--- src/hw/rtl/blwd_pkg.sv ---
`timescale 1ns / 1ps
`default_nettype none
package blwd_pkg;

  localparam int CAPACITY = 32;
  localparam int IDX_W    = (CAPACITY > 1) ? $clog2(CAPACITY) : 1;
  localparam int CNT_W    = 7;
  localparam int DATA_W   = 32;

  localparam logic [CNT_W-1:0] CAP_COUNT = CNT_W'(CAPACITY);

  localparam logic [1:0] CMD_APPEND = 2'd0;
  localparam logic [1:0] CMD_REMOVE = 2'd1;
  localparam logic [1:0] CMD_READ   = 2'd2;
  localparam logic [1:0] CMD_NOP    = 2'd3;

  localparam logic [1:0] STAT_DONE      = 2'd0;
  localparam logic [1:0] STAT_FULL      = 2'd1;
  localparam logic [1:0] STAT_DUPLICATE = 2'd2;
  localparam logic [1:0] STAT_NOT_FOUND = 2'd3;

endpackage
`default_nettype wire

--- src/hw/rtl/blwd_ram.sv ---
`timescale 1ns / 1ps
`default_nettype none
module blwd_ram #(
  parameter int DEPTH  = 32,
  parameter int WIDTH  = 32,
  parameter int ADDR_W = 5
) (
  input  wire logic              clk,
  input  wire logic              we,
  input  wire logic [ADDR_W-1:0] waddr,
  input  wire logic [WIDTH-1:0]  wdata,
  input  wire logic [ADDR_W-1:0] raddr,
  output logic      [WIDTH-1:0]  rdata
);

  logic [WIDTH-1:0] mem [DEPTH];

  always_ff @(posedge clk) begin
    if (we) begin
      mem[waddr] <= wdata;
    end
    rdata <= mem[raddr];
  end

endmodule
`default_nettype wire

--- src/hw/rtl/bounded_list_with_dedup_top.sv ---
`timescale 1ns / 1ps
`default_nettype none
// Channel  | Handshake                | Payload
// command  | start, busy              | command, value, range_start, range_end
// config   | cfg_valid, cfg_ready     | cfg_data (allow_duplicates)
// result   | result_valid (strobe)    | status, has_value, element_value, last, entry_count
//
// Full appends, empty ranges and the unused code put their result out in the cycle after
// acceptance and keep busy low; an append with duplicates allowed answers from the scan state
// without a read. Other commands walk the entry memory one entry per cycle behind its
// registered read, for a duplicate check, a remove or a range read, whose results come
// one per cycle.
// Reset clears the count and sets allow_duplicates; the receiver cannot stall results.
module bounded_list_with_dedup_top (
  input  wire logic                          clk,
  input  wire logic                          rst,
  input  wire logic                          start,
  output logic                               busy,
  input  wire logic [1:0]                    command,
  input  wire logic signed [blwd_pkg::DATA_W-1:0] value,
  input  wire logic [blwd_pkg::CNT_W-1:0]    range_start,
  input  wire logic [blwd_pkg::CNT_W-1:0]    range_end,
  input  wire logic                          cfg_valid,
  output logic                               cfg_ready,
  input  wire logic                          cfg_data,
  output logic                               result_valid,
  output logic [1:0]                         status,
  output logic                               has_value,
  output logic signed [blwd_pkg::DATA_W-1:0] element_value,
  output logic                               last,
  output logic [blwd_pkg::CNT_W-1:0]         entry_count
);

  typedef enum logic {ST_IDLE, ST_SCAN} state_t;

  state_t                         state;
  logic [1:0]                     op;
  logic [blwd_pkg::DATA_W-1:0]    value_q;
  logic [blwd_pkg::CNT_W-1:0]     count;
  logic [blwd_pkg::CNT_W-1:0]     rd_addr;
  logic [blwd_pkg::CNT_W-1:0]     limit;
  logic [blwd_pkg::CNT_W-1:0]     wptr;
  logic                           pend;
  logic                           pend_last;
  logic                           found;
  logic                           allow_dup;

  logic                           we;
  logic [blwd_pkg::IDX_W-1:0]     waddr;
  logic [blwd_pkg::DATA_W-1:0]    wdata;
  logic [blwd_pkg::DATA_W-1:0]    rdata;
  logic                           issue;
  logic                           finish;
  logic                           hit;
  logic [blwd_pkg::CNT_W-1:0]     read_end;

  assign busy      = (state != ST_IDLE);
  assign cfg_ready = (state == ST_IDLE);

  assign issue    = (state == ST_SCAN) && (rd_addr < limit);
  assign finish   = (state == ST_SCAN) && !pend && (rd_addr == limit);
  assign hit      = (rdata == value_q);
  assign read_end = (range_end > count) ? count : range_end;

  // Compaction writes behind the read pointer, so a write never meets the
  // entry being fetched in the same cycle.
  always_comb begin
    we    = 1'b0;
    waddr = wptr[blwd_pkg::IDX_W-1:0];
    wdata = rdata;
    if (state == ST_SCAN) begin
      if (op == blwd_pkg::CMD_APPEND) begin
        we    = finish && !found;
        waddr = count[blwd_pkg::IDX_W-1:0];
        wdata = value_q;
      end else if (op == blwd_pkg::CMD_REMOVE) begin
        we = pend && !hit;
      end
    end
  end

  blwd_ram #(
    .DEPTH  (blwd_pkg::CAPACITY),
    .WIDTH  (blwd_pkg::DATA_W),
    .ADDR_W (blwd_pkg::IDX_W)
  ) u_ram (
    .clk   (clk),
    .we    (we),
    .waddr (waddr),
    .wdata (wdata),
    .raddr (rd_addr[blwd_pkg::IDX_W-1:0]),
    .rdata (rdata)
  );

  always_ff @(posedge clk) begin
    if (rst) begin
      state        <= ST_IDLE;
      count        <= '0;
      allow_dup    <= 1'b1;
      pend         <= 1'b0;
      result_valid <= 1'b0;
    end else begin
      result_valid <= 1'b0;
      pend         <= issue;
      pend_last    <= (rd_addr + blwd_pkg::CNT_W'(1)) == limit;
      if (issue) begin
        rd_addr <= rd_addr + blwd_pkg::CNT_W'(1);
      end

      unique case (state)
        ST_IDLE: begin
          if (cfg_valid) begin
            allow_dup <= cfg_data;
          end
          if (start) begin
            op            <= command;
            value_q       <= value;
            found         <= 1'b0;
            wptr          <= '0;
            rd_addr       <= '0;
            status        <= blwd_pkg::STAT_DONE;
            has_value     <= 1'b0;
            element_value <= '0;
            last          <= 1'b1;
            entry_count   <= count;
            unique case (command)
              blwd_pkg::CMD_APPEND: begin
                if (count >= blwd_pkg::CAP_COUNT) begin
                  status       <= blwd_pkg::STAT_FULL;
                  result_valid <= 1'b1;
                end else begin
                  limit <= allow_dup ? '0 : count;
                  state <= ST_SCAN;
                end
              end
              blwd_pkg::CMD_REMOVE: begin
                limit <= count;
                state <= ST_SCAN;
              end
              blwd_pkg::CMD_READ: begin
                if ((range_start < range_end) && (range_start < count)) begin
                  rd_addr <= range_start;
                  limit   <= read_end;
                  state   <= ST_SCAN;
                end else begin
                  result_valid <= 1'b1;
                end
              end
              default: begin
                result_valid <= 1'b1;
              end
            endcase
          end
        end

        ST_SCAN: begin
          if (pend) begin
            case (op)
              blwd_pkg::CMD_APPEND: begin
                if (hit) begin
                  found <= 1'b1;
                end
              end
              blwd_pkg::CMD_REMOVE: begin
                if (hit) begin
                  found <= 1'b1;
                end else begin
                  wptr <= wptr + blwd_pkg::CNT_W'(1);
                end
              end
              default: begin
                result_valid  <= 1'b1;
                status        <= blwd_pkg::STAT_DONE;
                has_value     <= 1'b1;
                element_value <= rdata;
                last          <= pend_last;
                entry_count   <= count;
              end
            endcase
          end
          if (finish) begin
            state <= ST_IDLE;
            case (op)
              blwd_pkg::CMD_APPEND: begin
                result_valid  <= 1'b1;
                has_value     <= 1'b0;
                element_value <= '0;
                last          <= 1'b1;
                if (found) begin
                  status      <= blwd_pkg::STAT_DUPLICATE;
                  entry_count <= count;
                end else begin
                  status      <= blwd_pkg::STAT_DONE;
                  count       <= count + blwd_pkg::CNT_W'(1);
                  entry_count <= count + blwd_pkg::CNT_W'(1);
                end
              end
              blwd_pkg::CMD_REMOVE: begin
                result_valid  <= 1'b1;
                has_value     <= 1'b0;
                element_value <= '0;
                last          <= 1'b1;
                status        <= found ? blwd_pkg::STAT_DONE : blwd_pkg::STAT_NOT_FOUND;
                count         <= wptr;
                entry_count   <= wptr;
              end
              default: begin
              end
            endcase
          end
        end

        default: begin
          state <= ST_IDLE;
        end
      endcase
    end
  end

endmodule
`default_nettype wire

--- config.mk ---
export PLATFORM = sky130hd
export DESIGN_NAME = bounded_list_with_dedup_top
export DESIGN_NICKNAME = d
export VERILOG_FILES = /design/src/hw/rtl/blwd_pkg.sv /design/src/hw/rtl/blwd_ram.sv /design/src/hw/rtl/bounded_list_with_dedup_top.sv
export SDC_FILE = /design/constraint.sdc
export NUM_CORES = 1
export LEC_CHECK = 0
export BUFFER_PORTS_ARGS = -buffer_cell sky130_fd_sc_hd__buf_4
export CAP_MARGIN = 20
export CORE_MARGIN = 2
export CORE_UTILIZATION = 30
export DETAILED_ROUTE_END_ITERATION = 7
export SYNTH_ARGS = -nofsm -noshare
export SYNTH_HDL_FRONTEND = slang
export SYNTH_SLANG_ARGS = --single-unit
--- constraint.sdc ---
create_clock -name clk -period 9.7 [get_ports clk]
set_clock_uncertainty 0.1 [all_clocks]
set_input_delay 1.94 -clock clk [delete_from_list [all_inputs] [get_ports clk]]
set_output_delay 1.94 -clock clk [all_outputs]
set_load 0.05 [all_outputs]
==> metrics.md <==
| Metric | Value |
|---|---|
| Status | `complete, no violations` |
| Total track usage | `between 10% and 20%` |
| RSZ-0062 raised after global routing | `no` |
| Clock share of power | `around two fifths` |
| Final cell count without fillers | `4550` |
| TritonCTS clock tree | `yes` |
| CP startpoint kind | `flip-flop` |
| CP Class | `flip-flop to flip-flop` |
| Final Wtd Congestion | `between 0.7 and 0.8` |
| Leading area contributor after synthesis | `edfxtp_1` |
| Number of flops mapped to enable cells by yosys | `1124` |
| Critical path required time | `9950 ps` |
| DP HPWL | `64500 µm` |
| Hold Crit Class | `flip-flop to flip-flop` |
| Crit path from | `op[0]$_DFFE_PP_` |
| Setup_tns | `0 ps` |
| Switch share | `23.2%` |
| Top Ports | `99` |
| Most frequent cells in the layout | `edfxtp_1 (1124), mux4_2 (288), buf_4 (153)` |
| Cell internal pwr | `0.00855 W` |
| Total CTS buffers | `112` |
| First-pass GRT wire length | `164000 µm` |
| Ys flop type | `edfxtp_1` |
| Max-Cap Viols | `0` |
| DRT antenna net count | `0` |
| Core area | `154000 µm²` |
| Min Tclk post-route | `roughly 4900 ps` |
| Fin nets | `about 2.5k` |
| DRT iter0 DRCs | `2542` |
| Post-CTS setup buffer count | `0` |
| # diodes | `0` |
| Synthesized instance count | `between 2k and 2.5k` |
| Sequential fraction of the synthesis area | `about three quarters` |
| Final setup viols | `0` |
| IO buf count | `98` |
| WL per Instance | `between 20 and 30 µm` |
| Fin. Hold Viols | `0` |
| Synth top area cells | `edfxtp_1 (73%), mux4_2 (14%), dfxtp_1 (1.9%)` |
| Total Wirelength | `114000 µm` |
| FMAX | `a little over 0.2 GHz` |
| P per Cell Area | `208 nW/µm²` |
| Logic pwr share | `9.1%` |
| Hold Buf Count CTS | `0` |
| Mapped Area | `46500 µm²` |
| Num rows | `144` |
| Leakage power | `16.5 nW` |
| Dpl cells | `4339` |
| FFs w/ async S/R, synth | `0%` |
| Htree depth | `3` |
| Hold_sp | `allow_dup$_SDFFE_PP1P_` |
| Final worst slack | `4810 ps` |
| Worst slew margin | `25.4%` |
| CTS Buffer Depth | `3` |
| CP max FO | `48` |
| Vias in the first global route | `22.5k` |
| CP endpoint kind | `flip-flop` |
| Drt via density | `5.04` |
| Arr. time, crit path | `5140 ps` |
| Tcrit/Tclk final | `approximately half` |
| DR vias | `around 23k` |
| Root buf cell | `clkbuf_16` |
| Fillers | `14.3k` |
| Sequential power share | `around 53%` |
| RR Startpoint | `op[0]$_DFFE_PP_` |
| DR pass1 iterations | `5` |
| Layout cells sized above 1 | `27.5%` |
| CTS Sinks | `between 1k and 1.5k` |
| DIE HEIGHT | `398 µm` |
| Pin count of the biggest net entering global routing | `approximately 140` |
| Clock latency on the worst-skew pair | `710 ps` |
| Commonest non-fill, non-tap cell in the layout | `edfxtp_1` |
| Synth Register Bits | `roughly 1.2k` |
| Yosys warns | `0` |
| Mapped Nets | `2355` |
| Gr ovfl total | `0` |
| Die Area | `158000 µm²` |
| Die span in x | `398 µm` |
| P_sw | `0.00258 W` |
| Post-CTS sizing | `0` |
| Unique cell type count in the Yosys netlist | `65` |
| Initial Util | `30.2%` |
| Worst slew pin tran | `1120 ps` |
| Area delta synth->final | `15.1%` |
| Worst-path clk slew | `60 ps` |
| Pre-CTS setup slack | `4780 ps` |
| Synthesized area per cell | `20.5 µm²` |
| Final slew viol count | `0` |
| Share of the synthesized area in the top cell type | `72.6%` |
| Peak supply drop | `~0.15 mV` |
| Number of remaining DRC errors | `0` |
| Initial antenna violation count | `1` |
[cells in the mapped netlist (all sizes together) (12+ instances only)]
cell type / n
dfxtp: 43
nor4: 13
xnor2: 18
mux2i: 68
clkbuf: 62
ha: 33
buf: 68
nand2: 100
inv: 31
a22oi: 37
nand3: 20
o21ai: 24
mux4: 288
edfxtp: 1124
a2111oi: 12
a21oi: 65
xor2: 36
o21a: 33
nor2: 60
mux2: 34
[metal layers]
| metal | global-route usage (%) | routed length [µm] | vias to the layer above |
|---|---|---|---|
| met1 | 22.2 | 53100 | 12257 |
| met5 | 0 | 0 | - |
| li1 | - | - | 9640 |
| met3 | 2.79 | 9470 | 123 |
| met4 | 3.33 | 1960 | 0 |
| met2 | 20.6 | 49900 | 901 |
[registers in the layout, summed over array words and instances, names as in the netlist]
register       flops
last               1
allow_dup          1
entry_count        7
limit              7
op                 2
element_value     32
status             2
wptr               7
result_valid       1
found              1
rd_addr            7
count              7
busy               1
u_ram.rdata       32
u_ram.mem       1024
pend_last          1
value_q           32
pend               1
has_value          1
[layout make-up]
type                       instances  area, µm²  share of cell area, %
clock buffer                     145       3030                   5.66
clock inverter                    64        581                   1.09
inverter                          31        116                  0.218
multi-input combinational        941      11400                   21.3
sequential                      1167      34600                   64.7
tap                             2044       2560                   4.78
timing repair buffer             158       1220                   2.28
[final timing paths]
kind | to | slack, ps | depth (start not counted)
setup reg to reg | u_ram.mem[23][11]$_DFFE_PP_ | 4810 | 7
setup / recovery | u_ram.mem[23][11]$_DFFE_PP_ | 4810 | 7
hold / removal | allow_dup$_SDFFE_PP1P_ | 460 | 2
hold reg to reg | allow_dup$_SDFFE_PP1P_ | 460 | 2
[critical path: stages, from the launching register on]
cell	delay, ps
edfxtp_1	690
or2_1	710
nor2_4	190
buf_4	640
a31oi_1	280
or2_0	660
nor2_4	720
buf_4	510
[power groups by stage]
stage / Combinational, W / Clock [W] / Sequential (W)
2_1_floorplan: 0.000652 / 0 / 0.00596
3_3_place_gp: 0.00102 / 0 / 0.00595
3_5_place_dp: 0.00103 / 0 / 0.00595
4_1_cts: 0.00103 / 0.00435 / 0.00584
5_1_grt: 0.00110 / 0.00454 / 0.00585
6_report: 0.00102 / 0.00427 / 0.00585
[per-stage QoR]
step	instance area (µm²)	hold WS, ps	util, %	total power (W)
after floorplan	46500	375	-	0.00662
after global placement	49900	414	32.4	0.00696
after detailed placement	49900	439	32.4	0.00698
after CTS	53500	454	34.8	0.0112
after global routing	53500	479	34.8	0.0115
final	53500	455	34.8	0.0111
[logic make-up after synthesis]
| group | Yosys count | share of synthesized area, % |
|---|---|---|
| flip-flops | 1167 | 74.5 |
| multiplexers | 390 | 16.2 |
| AND/OR/NAND/NOR | 247 | 2.44 |
| AO/OA/AOI/OAI | 217 | 3.32 |
| buffers and inverters | 161 | 1.59 |
| XOR/XNOR | 54 | 1.02 |
| adder cells (fa/ha/maj) | 33 | 0.889 |
Power figures use the tool's default switching activity.
